### src/rtl/core/dpsf_pkg.sv
// Shared constants, codes and helpers for the dual position sensor fusion block.
// Used by dpsf_div and dual_position_sensor_fusion_top; depends on nothing.
package dpsf_pkg;

	localparam int unsigned QUAL_FLOOR  = 90;
	localparam int unsigned QUAL_MAX    = 100;
	localparam int unsigned SYNC_QUAL   = 99;
	localparam int unsigned MS_PER_S    = 1000;
	localparam int unsigned HEADING_MAX = 35999;
	localparam int unsigned VEL_POS_MAX = 262143;
	localparam int unsigned VEL_NEG_MAX = 262144;

	// Shared divider widths: dividend covers |dx| * 1000 + dt / 2, divisor covers dt
	localparam int unsigned DIV_NUM_W = 32;
	localparam int unsigned DIV_DEN_W = 32;

	typedef enum logic [4:0] {
		S_IDLE  = 5'b00001,
		S_PREP  = 5'b00010,
		S_START = 5'b00100,
		S_DIV   = 5'b01000,
		S_FIN   = 5'b10000
	} state_t;

	typedef enum logic [2:0] {
		OP_X  = 3'd0,
		OP_Y  = 3'd1,
		OP_H  = 3'd2,
		OP_VX = 3'd3,
		OP_VY = 3'd4
	} op_t;

	// Weight in tenths of full quality: quality clamped to 100, minus 90, floored at 0
	function automatic logic [3:0] weight_of(input logic [6:0] q);
		logic [6:0] qs;
		logic [6:0] w;
		qs = (q > 7'(QUAL_MAX)) ? 7'(QUAL_MAX) : q;
		w  = (qs >= 7'(QUAL_FLOOR)) ? (qs - 7'(QUAL_FLOOR)) : 7'd0;
		return w[3:0];
	endfunction

endpackage

### src/rtl/core/dpsf_div.sv
// Restoring divider, one quotient bit per cycle, shared by every division of a request.
// Depends on dpsf_pkg for its default widths.
module dpsf_div #(
	parameter int unsigned NUM_W = dpsf_pkg::DIV_NUM_W,
	parameter int unsigned DEN_W = dpsf_pkg::DIV_DEN_W
) (
	input  logic             clk,
	input  logic             arst_n,
	input  logic             start,
	input  logic [NUM_W-1:0] dividend,
	input  logic [DEN_W-1:0] divisor,
	output logic             done,
	output logic [NUM_W-1:0] quotient
);

	localparam int unsigned CNT_W = $clog2(NUM_W + 1);

	logic             busy_q;
	logic             done_q;
	logic [CNT_W-1:0] cnt_q;
	logic [DEN_W-1:0] rem_q;
	logic [DEN_W-1:0] den_q;
	logic [NUM_W-1:0] quo_q;

	logic [DEN_W:0]   shifted;
	logic [DEN_W:0]   diff;
	logic             ge;

	always_comb begin
		shifted = {rem_q, quo_q[NUM_W-1]};
		diff    = shifted - {1'b0, den_q};
		ge      = (shifted >= {1'b0, den_q});
	end

	always_ff @(posedge clk or negedge arst_n) begin
		if (!arst_n) begin
			busy_q <= 1'b0;
			done_q <= 1'b0;
			cnt_q  <= '0;
		end else begin
			done_q <= 1'b0;
			if (start) begin
				busy_q <= 1'b1;
				cnt_q  <= CNT_W'(NUM_W);
			end else if (busy_q) begin
				cnt_q <= cnt_q - CNT_W'(1);
				if (cnt_q == CNT_W'(1)) begin
					busy_q <= 1'b0;
					done_q <= 1'b1;
				end
			end
		end
	end

	always_ff @(posedge clk) begin
		if (start) begin
			rem_q <= '0;
			den_q <= divisor;
			quo_q <= dividend;
		end else if (busy_q) begin
			rem_q <= ge ? diff[DEN_W-1:0] : shifted[DEN_W-1:0];
			quo_q <= {quo_q[NUM_W-2:0], ge};
		end
	end

	assign done     = done_q;
	assign quotient = quo_q;

	a_start_idle: assert property (@(posedge clk) disable iff (!arst_n)
		start |-> !busy_q)
		else $error("divider started while busy");

	a_done_after_busy: assert property (@(posedge clk) disable iff (!arst_n)
		done_q |-> (!busy_q && $past(busy_q)))
		else $error("divider done without a finished run");

	a_busy_count: assert property (@(posedge clk) disable iff (!arst_n)
		busy_q |-> (cnt_q != '0))
		else $error("divider busy with an empty bit count");

endmodule

### src/rtl/core/dual_position_sensor_fusion_top.sv
// Dual position sensor fusion: quality weighted average of two readings plus velocity.
// Depends on dpsf_pkg and dpsf_div.
//
// Usage:
//   Input channel in_valid / in_ready carries one request: both sensors' x, y,
//   heading and quality plus the left sensor's millisecond timestamp. Output
//   channel out_valid / out_ready carries the fused x, y, heading, velocity,
//   total weight, timestamp and heading sync flag.
//   A request whose qualities are both 90 or below is taken and dropped:
//   no result, and the stored position and time stay as they were.
//   Otherwise five divisions run one after another on a single bit-serial
//   divider (x, y, heading, x velocity, y velocity), each after its operand
//   preparation; when the timestamp equals the stored one both velocity
//   divisions are skipped. in_ready is high only while the sequencer is
//   idle, so one request is processed at a time.
//   The result sits in an output register: the next request is taken while
//   it waits, and a stalled receiver only holds the sequencer at its final
//   step until the register frees.
//   Reset clears the stored position and time to zero and empties the block.
module dual_position_sensor_fusion_top (
	input  logic               clk,
	input  logic               arst_n,
	input  logic               in_valid,
	output logic               in_ready,
	input  logic signed [15:0] left_x,
	input  logic signed [15:0] left_y,
	input  logic        [15:0] left_heading,
	input  logic        [6:0]  left_quality,
	input  logic signed [15:0] right_x,
	input  logic signed [15:0] right_y,
	input  logic        [15:0] right_heading,
	input  logic        [6:0]  right_quality,
	input  logic        [31:0] sample_time,
	output logic               out_valid,
	input  logic               out_ready,
	output logic signed [15:0] fused_x,
	output logic signed [15:0] fused_y,
	output logic        [15:0] fused_heading,
	output logic signed [18:0] vel_x,
	output logic signed [18:0] vel_y,
	output logic        [4:0]  total_weight,
	output logic        [31:0] fused_time,
	output logic               heading_sync
);

	localparam int unsigned NW = dpsf_pkg::DIV_NUM_W;
	localparam int unsigned DW = dpsf_pkg::DIV_DEN_W;

	dpsf_pkg::state_t state_q;
	dpsf_pkg::op_t    op_q;
	logic             out_valid_q;

	// State kept between requests
	logic signed [15:0] prev_x_q;
	logic signed [15:0] prev_y_q;
	logic        [31:0] prev_time_q;

	// Captured request
	logic signed [15:0] lx_q, ly_q, rx_q, ry_q;
	logic        [15:0] lh_q, rh_q;
	logic        [3:0]  wl_q, wr_q;
	logic        [4:0]  wt_q;
	logic        [31:0] t_q;
	logic        [31:0] dt_q;
	logic               sync_q;

	// Working results
	logic signed [15:0] fx_q, fy_q;
	logic        [15:0] fh_q;
	logic signed [18:0] vx_q, vy_q;
	logic        [27:0] mag_q;
	logic               neg_q;

	// Output register
	logic signed [15:0] fused_x_q, fused_y_q;
	logic        [15:0] fused_heading_q;
	logic signed [18:0] vel_x_q, vel_y_q;
	logic        [4:0]  total_weight_q;
	logic        [31:0] fused_time_q;
	logic               heading_sync_q;

	logic [3:0] wl_in, wr_in;
	logic [4:0] wt_in;
	logic       in_acc;
	logic       is_vel;
	logic       skip_vel;
	logic       fin_go;

	logic signed [20:0] pos_sum;
	logic        [20:0] head_sum;
	logic signed [16:0] vdiff;
	logic signed [27:0] num_s;
	logic        [27:0] num_mag;

	logic          div_start;
	logic [NW-1:0] div_dividend;
	logic [DW-1:0] div_divisor;
	logic          div_done;
	logic [NW-1:0] div_quo;

	logic signed [15:0] xy_res;
	logic        [15:0] h_res;
	logic signed [18:0] v_res;

	always_comb begin
		wl_in  = dpsf_pkg::weight_of(left_quality);
		wr_in  = dpsf_pkg::weight_of(right_quality);
		wt_in  = {1'b0, wl_in} + {1'b0, wr_in};
		in_acc = in_valid && in_ready;
	end

	assign in_ready = (state_q == dpsf_pkg::S_IDLE);
	assign is_vel   = (op_q == dpsf_pkg::OP_VX) || (op_q == dpsf_pkg::OP_VY);
	assign skip_vel = is_vel && (dt_q == '0);
	assign fin_go   = (state_q == dpsf_pkg::S_FIN) && (!out_valid_q || out_ready);

	// Signed numerator of the current division
	always_comb begin
		case (op_q)
			dpsf_pkg::OP_X: begin
				pos_sum = lx_q * $signed({1'b0, wl_q}) + rx_q * $signed({1'b0, wr_q});
				vdiff   = '0;
			end
			dpsf_pkg::OP_Y: begin
				pos_sum = ly_q * $signed({1'b0, wl_q}) + ry_q * $signed({1'b0, wr_q});
				vdiff   = '0;
			end
			dpsf_pkg::OP_VX: begin
				pos_sum = '0;
				vdiff   = $signed({fx_q[15], fx_q}) - $signed({prev_x_q[15], prev_x_q});
			end
			dpsf_pkg::OP_VY: begin
				pos_sum = '0;
				vdiff   = $signed({fy_q[15], fy_q}) - $signed({prev_y_q[15], prev_y_q});
			end
			default: begin
				pos_sum = '0;
				vdiff   = '0;
			end
		endcase
		head_sum = {5'b0, lh_q} * {17'b0, wl_q} + {5'b0, rh_q} * {17'b0, wr_q};
		case (op_q)
			dpsf_pkg::OP_X, dpsf_pkg::OP_Y: num_s = 28'(pos_sum);
			dpsf_pkg::OP_H:                 num_s = $signed({7'b0, head_sum});
			dpsf_pkg::OP_VX, dpsf_pkg::OP_VY:
				num_s = $signed(28'(vdiff)) * $signed(28'(dpsf_pkg::MS_PER_S));
			default:                        num_s = '0;
		endcase
		num_mag = num_s[27] ? 28'(-num_s) : 28'(num_s);
	end

	// Round half away from zero: add half the divisor to the magnitude
	always_comb begin
		div_divisor  = is_vel ? dt_q : {27'b0, wt_q};
		div_dividend = {4'b0, mag_q} + {1'b0, div_divisor[DW-1:1]};
		div_start    = (state_q == dpsf_pkg::S_START);
	end

	dpsf_div #(
		.NUM_W (dpsf_pkg::DIV_NUM_W),
		.DEN_W (dpsf_pkg::DIV_DEN_W)
	) u_div (
		.clk      (clk),
		.arst_n   (arst_n),
		.start    (div_start),
		.dividend (div_dividend),
		.divisor  (div_divisor),
		.done     (div_done),
		.quotient (div_quo)
	);

	// Reapply sign and clamp
	always_comb begin
		xy_res = neg_q ? $signed(16'd0 - div_quo[15:0]) : $signed(div_quo[15:0]);
		h_res  = (div_quo > NW'(dpsf_pkg::HEADING_MAX)) ?
			16'(dpsf_pkg::HEADING_MAX) : div_quo[15:0];
		if (neg_q) begin
			v_res = (div_quo > NW'(dpsf_pkg::VEL_NEG_MAX)) ?
				$signed(19'd0 - 19'(dpsf_pkg::VEL_NEG_MAX)) :
				$signed(19'd0 - div_quo[18:0]);
		end else begin
			v_res = (div_quo > NW'(dpsf_pkg::VEL_POS_MAX)) ?
				$signed(19'(dpsf_pkg::VEL_POS_MAX)) : $signed(div_quo[18:0]);
		end
	end

	always_ff @(posedge clk or negedge arst_n) begin
		if (!arst_n) begin
			state_q     <= dpsf_pkg::S_IDLE;
			op_q        <= dpsf_pkg::OP_X;
			out_valid_q <= 1'b0;
			prev_x_q    <= '0;
			prev_y_q    <= '0;
			prev_time_q <= '0;
		end else begin
			if (out_valid_q && out_ready) begin
				out_valid_q <= 1'b0;
			end
			case (state_q)
				dpsf_pkg::S_IDLE: begin
					// drop a request with no usable quality
					if (in_acc && (wt_in != '0)) begin
						state_q <= dpsf_pkg::S_PREP;
						op_q    <= dpsf_pkg::OP_X;
					end
				end
				dpsf_pkg::S_PREP: begin
					if (skip_vel) begin
						if (op_q == dpsf_pkg::OP_VY) begin
							state_q <= dpsf_pkg::S_FIN;
						end else begin
							op_q <= dpsf_pkg::OP_VY;
						end
					end else begin
						state_q <= dpsf_pkg::S_START;
					end
				end
				dpsf_pkg::S_START: begin
					state_q <= dpsf_pkg::S_DIV;
				end
				dpsf_pkg::S_DIV: begin
					if (div_done) begin
						case (op_q)
							dpsf_pkg::OP_X:  op_q <= dpsf_pkg::OP_Y;
							dpsf_pkg::OP_Y:  op_q <= dpsf_pkg::OP_H;
							dpsf_pkg::OP_H:  op_q <= dpsf_pkg::OP_VX;
							dpsf_pkg::OP_VX: op_q <= dpsf_pkg::OP_VY;
							default:         op_q <= dpsf_pkg::OP_X;
						endcase
						state_q <= (op_q == dpsf_pkg::OP_VY) ?
							dpsf_pkg::S_FIN : dpsf_pkg::S_PREP;
					end
				end
				dpsf_pkg::S_FIN: begin
					// hold until the output register is free
					if (fin_go) begin
						out_valid_q <= 1'b1;
						prev_x_q    <= fx_q;
						prev_y_q    <= fy_q;
						prev_time_q <= t_q;
						state_q     <= dpsf_pkg::S_IDLE;
					end
				end
				default: begin
					state_q <= dpsf_pkg::S_IDLE;
				end
			endcase
		end
	end

	always_ff @(posedge clk) begin
		if (in_acc) begin
			lx_q   <= left_x;
			ly_q   <= left_y;
			lh_q   <= left_heading;
			rx_q   <= right_x;
			ry_q   <= right_y;
			rh_q   <= right_heading;
			wl_q   <= wl_in;
			wr_q   <= wr_in;
			wt_q   <= wt_in;
			t_q    <= sample_time;
			dt_q   <= sample_time - prev_time_q;
			sync_q <= (left_quality >= 7'(dpsf_pkg::SYNC_QUAL)) &&
				(right_quality >= 7'(dpsf_pkg::SYNC_QUAL));
		end
		if (state_q == dpsf_pkg::S_PREP) begin
			mag_q <= num_mag;
			neg_q <= num_s[27];
			if (skip_vel) begin
				if (op_q == dpsf_pkg::OP_VX) begin
					vx_q <= '0;
				end else begin
					vy_q <= '0;
				end
			end
		end
		if ((state_q == dpsf_pkg::S_DIV) && div_done) begin
			case (op_q)
				dpsf_pkg::OP_X:  fx_q <= xy_res;
				dpsf_pkg::OP_Y:  fy_q <= xy_res;
				dpsf_pkg::OP_H:  fh_q <= h_res;
				dpsf_pkg::OP_VX: vx_q <= v_res;
				dpsf_pkg::OP_VY: vy_q <= v_res;
				default: ;
			endcase
		end
		if (fin_go) begin
			fused_x_q       <= fx_q;
			fused_y_q       <= fy_q;
			fused_heading_q <= fh_q;
			vel_x_q         <= vx_q;
			vel_y_q         <= vy_q;
			total_weight_q  <= wt_q;
			fused_time_q    <= t_q;
			heading_sync_q  <= sync_q;
		end
	end

	assign out_valid     = out_valid_q;
	assign fused_x       = fused_x_q;
	assign fused_y       = fused_y_q;
	assign fused_heading = fused_heading_q;
	assign vel_x         = vel_x_q;
	assign vel_y         = vel_y_q;
	assign total_weight  = total_weight_q;
	assign fused_time    = fused_time_q;
	assign heading_sync  = heading_sync_q;

	a_drop_zero_weight: assert property (@(posedge clk) disable iff (!arst_n)
		(in_acc && (wt_in == '0)) |=> (state_q == dpsf_pkg::S_IDLE))
		else $error("request with zero weight was not dropped");

	a_fin_loads_output: assert property (@(posedge clk) disable iff (!arst_n)
		fin_go |=> (out_valid_q && (state_q == dpsf_pkg::S_IDLE)))
		else $error("final step did not present a result");

	a_heading_range: assert property (@(posedge clk) disable iff (!arst_n)
		out_valid_q |-> (fused_heading_q <= 16'(dpsf_pkg::HEADING_MAX)))
		else $error("fused heading out of range");

	a_weight_nonzero: assert property (@(posedge clk) disable iff (!arst_n)
		out_valid_q |-> (total_weight_q != '0))
		else $error("result presented with zero total weight");

endmodule

### config.mk
export PLATFORM = sky130hd
export DESIGN_NAME = dual_position_sensor_fusion_top
export DESIGN_NICKNAME = d
export VERILOG_FILES = /design/src/rtl/core/dpsf_pkg.sv /design/src/rtl/core/dpsf_div.sv /design/src/rtl/core/dual_position_sensor_fusion_top.sv
export SDC_FILE = /design/constraint.sdc
export NUM_CORES = 2
export LEC_CHECK = 0
export BUFFER_PORTS_ARGS = -buffer_cell sky130_fd_sc_hd__buf_2
export CAP_MARGIN = 10
export CORE_AREA = 2 2 350 265
export DETAILED_ROUTE_END_ITERATION = 6
export DIE_AREA = 0 0 352 267
export HOLD_SLACK_MARGIN = 0.06
export PLACE_DENSITY = 0.76
export REMOVE_ABC_BUFFERS = 1
export SETUP_SLACK_MARGIN = 0.05
export SYNTH_ARGS = -nofsm -noshare
export SYNTH_HDL_FRONTEND = slang
export SYNTH_SLANG_ARGS = --single-unit
### constraint.sdc
create_clock -name clk -period 8.6 [get_ports clk]
set_clock_uncertainty 0.2 [all_clocks]
set_input_delay 0.86 -clock clk [delete_from_list [all_inputs] [get_ports clk]]
set_output_delay 0.86 -clock clk [all_outputs]
set_load 0.02 [all_outputs]
Yosys cells after proc, flatten, opt, wreduce, memory -nomap -nowiden

Cells that the tools add are included.

Order comparisons: 10
Reductions and logical operators: 23
Equality and inequality tests: 16
Muxes and demuxes: 50
$mul: 7
Add/subtract/negate cells: 15

Operators with widths:

| operator                                                 | count |
|---|---|
| 2-to-1 mux 19 bit                                        | 13 |
| 2-to-1 mux 32 bit                                        | 4 |
| multiplier 16 x 5 -> 21 bit                              | 4 |
| case mux 28 bit (3 select lines)                         | 1 |
| subtractor 32 bit                                        | 2 |
| adder 21 bit                                             | 2 |
| case mux 21 bit (2 select lines)                         | 1 |
| multiplier 16 x 4 -> 20 bit                              | 2 |
| case mux 17 bit (2 select lines)                         | 1 |
| subtractor 16 x 16 -> 17 bit                             | 2 |
| greater-or-equal comparator 33 x 32 -> 1 bit             | 1 |
| adder 28 x 31 -> 32 bit                                  | 1 |
| > comparator 32 x 16 -> 1 bit, second input constant     | 1 |
| > comparator 32 x 18 -> 1 bit, second input constant     | 1 |
| > comparator 32 x 19 -> 1 bit, second input constant     | 1 |
| zero test 32 bit                                         | 1 |
| 2-to-1 mux 5 bit                                         | 6 |
| greater-or-equal comparator 7 bit, second input constant | 4 |
| negator 28 bit                                           | 1 |
| 2-to-1 mux 27 bit                                        | 1 |
| multiplier 17 x 8 -> 25 bit, second input constant       | 1 |
| case mux 5 bit (5 select lines)                          | 1 |
| adder 20 x 20 -> 21 bit                                  | 1 |
| subtractor 1 x 19 -> 19 bit, first input constant        | 1 |
| other kinds (36)                                         | 67 |

Word-level logic and storage cells: 161
Register bits: 590
Output and inout bits: 126
Input port bits: 146

Logic depth before layout (Yosys ltp)

Depth in word-level cells: 9
Gate-level depth with buffers: 34
Gate-level depth less buffers: 33

Modules after synthesis

A second synthesis with hierarchy kept.

Cells, all modules: 4485
Area, all modules: 45915.3 µm²

By module, submodules not included:

| module                          | cells each | sequential area each (µm²) | area each (µm²) | times used |
|---|---|---|---|---|
| dual_position_sensor_fusion_top | 3861       | 13849.5                    | 39596.7         | 1 |
| dpsf_div                        | 624        | 2762.6                     | 6318.6          | 1 |

Worst setup path after synthesis

OpenSTA, ideal clock, no wires.

Path kind: register to register
From: reg prev_x_q[0]
To: reg mag_q[18] (data pin)
Data arrival time: 7340 ps
Path slack: 797 ps
Clock period less this slack: 7803 ps
Setup time: 264 ps
Stages on the path, launching flop included: 32
Required time: 8136 ps
Buffers on the path: 1
Cell sequence: dfrtp_1 ha_1 fa_1 nor2b_1 o31ai_1 a2111oi_0 nor2_1 a211oi_1 a21o_1 a21oi_1 xnor2_1 a22oi_1 inv_1 fa_1 inv_1 fa_1 inv_1 fa_1 inv_1 fa_1 inv_1 ha_1 o21a_1 nand2_1 o31ai_1 a21boi_0 or3_1 and3_1 nor2_1 clkbuf_1 a31oi_1 xor2_1

Longest elaborated chain between the ends: 6

Ends and longest elaborated chain:

| item                               | line                                   | text |
|---|---|---|
| start, declared                    | dual_position_sensor_fusion_top.sv:54  | `logic signed [15:0] prev_x_q;` |
| start signal, assigned             | dual_position_sensor_fusion_top.sv:238 | `prev_x_q <= fx_q;` |
| subtractor 16 x 16 -> 17 bit *     | dual_position_sensor_fusion_top.sv:130 | `vdiff = $signed({fx_q[15], fx_q}) - $signed({prev_x_q[15], prev_x_q});` |
| case mux 17 bit (2 select lines) * | dual_position_sensor_fusion_top.sv:119 | `case (op_q)` |
| multiplier 17 x 8 -> 25 bit *      | dual_position_sensor_fusion_top.sv:146 | `num_s = $signed(28'(vdiff)) * $signed(28'(dpsf_pkg::MS_PER_S));` |
| case mux 28 bit (3 select lines) * | dual_position_sensor_fusion_top.sv:142 | `case (op_q)` |
| negator 28 bit                     | dual_position_sensor_fusion_top.sv:149 | `num_mag = num_s[27] ? 28'(-num_s) : 28'(num_s);` |
| 2-to-1 mux 27 bit *                | dual_position_sensor_fusion_top.sv:149 |  |
| via num_mag[18]                    | dual_position_sensor_fusion_top.sv:93  | `logic [27:0] num_mag;` |
| end signal, assigned               | dual_position_sensor_fusion_top.sv:268 | `mag_q <= num_mag;` |
| end, declared                      | dual_position_sensor_fusion_top.sv:71  | `logic [27:0] mag_q;` |

The timed path passes the listed nets; every way through them passes the cells marked *.
A chain may end at the register's enable or synchronous reset.

Worst setup path after layout

From: reg fy_q[1]
To: reg mag_q[24] (data pin)

Longest elaborated chain between the ends: 6

Ends and longest elaborated chain:

| item                               | line                                   | text |
|---|---|---|
| start, declared                    | dual_position_sensor_fusion_top.sv:68  | `logic signed [15:0] fx_q, fy_q;` |
| start signal, assigned             | dual_position_sensor_fusion_top.sv:281 | `dpsf_pkg::OP_Y: fy_q <= xy_res;` |
| subtractor 16 x 16 -> 17 bit *     | dual_position_sensor_fusion_top.sv:134 | `vdiff = $signed({fy_q[15], fy_q}) - $signed({prev_y_q[15], prev_y_q});` |
| case mux 17 bit (2 select lines) * | dual_position_sensor_fusion_top.sv:119 |  |
| multiplier 17 x 8 -> 25 bit *      | dual_position_sensor_fusion_top.sv:146 |  |
| case mux 28 bit (3 select lines) * | dual_position_sensor_fusion_top.sv:142 |  |
| negator 28 bit                     | dual_position_sensor_fusion_top.sv:149 |  |
| 2-to-1 mux 27 bit *                | dual_position_sensor_fusion_top.sv:149 |  |
| via num_mag[24]                    | dual_position_sensor_fusion_top.sv:93  |  |

Marks and branches as above.

==> results.toml <==
[die]
std_cell_rows = 96
die_h_um = 267
die_area_mm2 = 0.09398
start_util = 0.4961
core_mm2 = 0.09069
fp.dieW_um = 352
pin_count = 272

[synth]
yosysUniqueCellTypes = 100
syn_avg_cell_area_um2 = 10.13
synth_seq_cells = 590
synth_area_mm2 = 0.04499
synth_flop_cell = "edfxtp_1"
ys_warn_count = 0
synth_edf_count = 439
ys_seq_area_frac = 0.3693
synthArstFlopShare = 0.1373
netlist_instances = 4441

[critical_path]
reg2reg_depth = 30
critPathKind = "register to register"
reg2reg_to = "mag_q[24]$_DFFE_PP_"
critPathBufInv = 4
crit_fanout = 6
critPathMaxStageDelay_ns = 0.58
start_kind = "register"
end_kind = "register"
cp.depth = 30
crit_path_start = "fy_q[1]$_DFFE_PP_"
slowest_stage = "fa_1"
crit_path_end = "mag_q[24]$_DFFE_PP_"
cp.required_ns = 8.80
cp_top_family = "compound AO/OA/AOI/OAI gates"
r2r_setup_slack_ns = 0.47
cp.arrival_ns = 8.33
r2r-start = "fy_q[1]$_DFFE_PP_"

[grt]
antenna_found_initial = 3
grt_overflow = 0
grtUsageTotal = 0.2382
grt_pass1_vias = 32559
grt_pass1_wl_mm = 178.5
grt_max_degree = 144

[sta]
finalCritPeriodShare = 0.9457
drv_slew = 0
hold_viol_final = 0
maxSlewHeadroom = 0.2157
fmax_ghz = 0.1230
worstMarginPinSlew_ns = 1.169
finalCriticalPeriod_ns = 8.133
setup_viol = 0

[cells_and_area]
fin_nets = 5555
final_cells = 5977
layout_common_cells = "inv_1 (659), nand2_1 (464), edfxtp_1 (439)"
fillCellCount = 7819
syn2layout_area_growth_pct = 11.04
final_common_cell = "inv_1"
drive_above_1_share = 0.1034

[route]
num_vias = 32544
wl_mm = 110.8
wl_per_cell_um = 18.55
drc_errors = 0
vias_per_cell = 5.445
first_pass_iters = 6
ant_nets = 0
drtIter0Drc = 2908

[cts]
h-tree-depth = 2
insertion_delay_ns = 0.66
numCtsBuffers = 60
cts_root_buf = "clkbuf_16"
cts_tree = "built"
clk_pin_slew_ns = 0.08
ctsLongestPathBuffers = 3
clock_sinks = 590

[placed_design]
dp_cells = 5858
dp_hpwl_mm = 86.71
port_buffers = 271
gp_congestion = 0.9458

[flow_run]
maxCapViolations = 0

[outcome]
status = "finished, final reports clean"

[worst_hold_path]
hold_path_class = "primary input to register"
==> logic make-up (layout without fill, tap and decap cells) <==
| family | after synthesis | count (layout) | share of synthesized area |
|---|---|---|---|
| fa+ha+maj | 711 | 711 | 0.2575 |
| flops | 590 | 590 | 0.3693 |
| xor+xnor | 198 | 198 | 0.03855 |
| other cells | 1 | 4 | 0.00008336 |
| buf+inv | 792 | 1100 | 0.06661 |
| simple gates | 1274 | 1274 | 0.1419 |
| compound gates | 836 | 836 | 0.1173 |
| mux | 39 | 39 | 0.008817 |
==> flip-flops by register name, indices dropped and copies added (netlist names), 19 cells and up <==
signal / flops
mag_q: 28
t_q: 32
vx_q: 19
u_div.rem_q: 32
vel_y: 19
u_div.quotient: 32
fused_time: 32
prev_time_q: 32
dt_q: 32
vel_x: 19
u_div.den_q: 32
vy_q: 19
==> Yosys cell counts (21+ instances only) <==
cell	instances	area share
inv_1	660	0.055
nand2_1	464	0.039
edfxtp_1	439	0.29
fa_1	358	0.16
ha_1	353	0.098
and2_1	271	0.038
o21ai_0	247	0.027
a21oi_1	190	0.021
nor2_1	171	0.014
xnor2_1	132	0.026
clkbuf_1	113	0.0094
dfrtp_1	80	0.045
a21o_1	73	0.012
dfxtp_1	70	0.031
xor2_1	66	0.013
nand3_1	64	0.0071
nor3_1	58	0.0065
nand2b_1	48	0.0067
a211oi_1	45	0.0075
o21a_1	37	0.0062
mux2i_1	34	0.0076
o31ai_1	32	0.0053
nor2b_1	28	0.0039
a31oi_1	26	0.0036
or3_1	23	0.0032
nor4_1	22	0.0031
o21bai_1	22	0.0037
or2_2	21	0.0029
==> per-stage QoR <==
step                setup TNS, ns    util  hold WS, ns  worst slack, ns  area [um2]
floorplan                       0       -       0.2003           0.5848       44480
global placement                0  0.5270       0.2010           0.4015       47800
detailed placement              0  0.5270       0.2045           0.3003       47800
CTS                             0  0.5499       0.1235           0.2397       49870
global route             -0.08904  0.5507       0.1366         -0.04955       49950
finish                          0  0.5508       0.1707           0.4672       49950
==> cell type report <==
type                            instances  area (um2)  share of cell area
Clock inverter                         33       409.1            0.008191
Antenna cell                            3       7.507           0.0001503
Inverter                              663        2496             0.04997
Timing Repair Buffer                  324        1784             0.03572
Tap cell                             1225        1533             0.03068
Sequential cell                       590       16610              0.3326
Clock buffer                           80        1658             0.03319
Multi-Input combinational cell       3059       25450              0.5095
==> routing by layer <==
metal  GRT usage  wire, um
met3     0.03829      8247
met4     0.05347      2387
met5           0        27
met1      0.3568     52090
met2      0.3628     48090
==> repair_timing <==
item,CTS,global route
endpoints found under the setup margin,0,28
hold buffers,1,0
buffers inserted,0,2
endpoints found under the hold margin,23,0
gates resized for setup,0,13
==> worst min-delay path by stage <==
stage	start	endpoint	cells after the start
floorplan	fh_q[0]$_SDFFCE_PN1P_	fused_heading[0]$_DFFE_PP_	0
global placement	sync_q$_DFFE_PP_	heading_sync$_DFFE_PP_	0
detailed placement	fh_q[8]$_SDFFCE_PN0P_	fused_heading[8]$_DFFE_PP_	0
CTS	left_x[14]	lx_q[14]$_DFFE_PP_	1
global route	left_x[14]	lx_q[14]$_DFFE_PP_	1
finish	left_x[14]	lx_q[14]$_DFFE_PP_	1
Power is left out: the tool's default activity adds up to more than one toggle a clock period on the data nets, which glitch-free logic cannot reach.
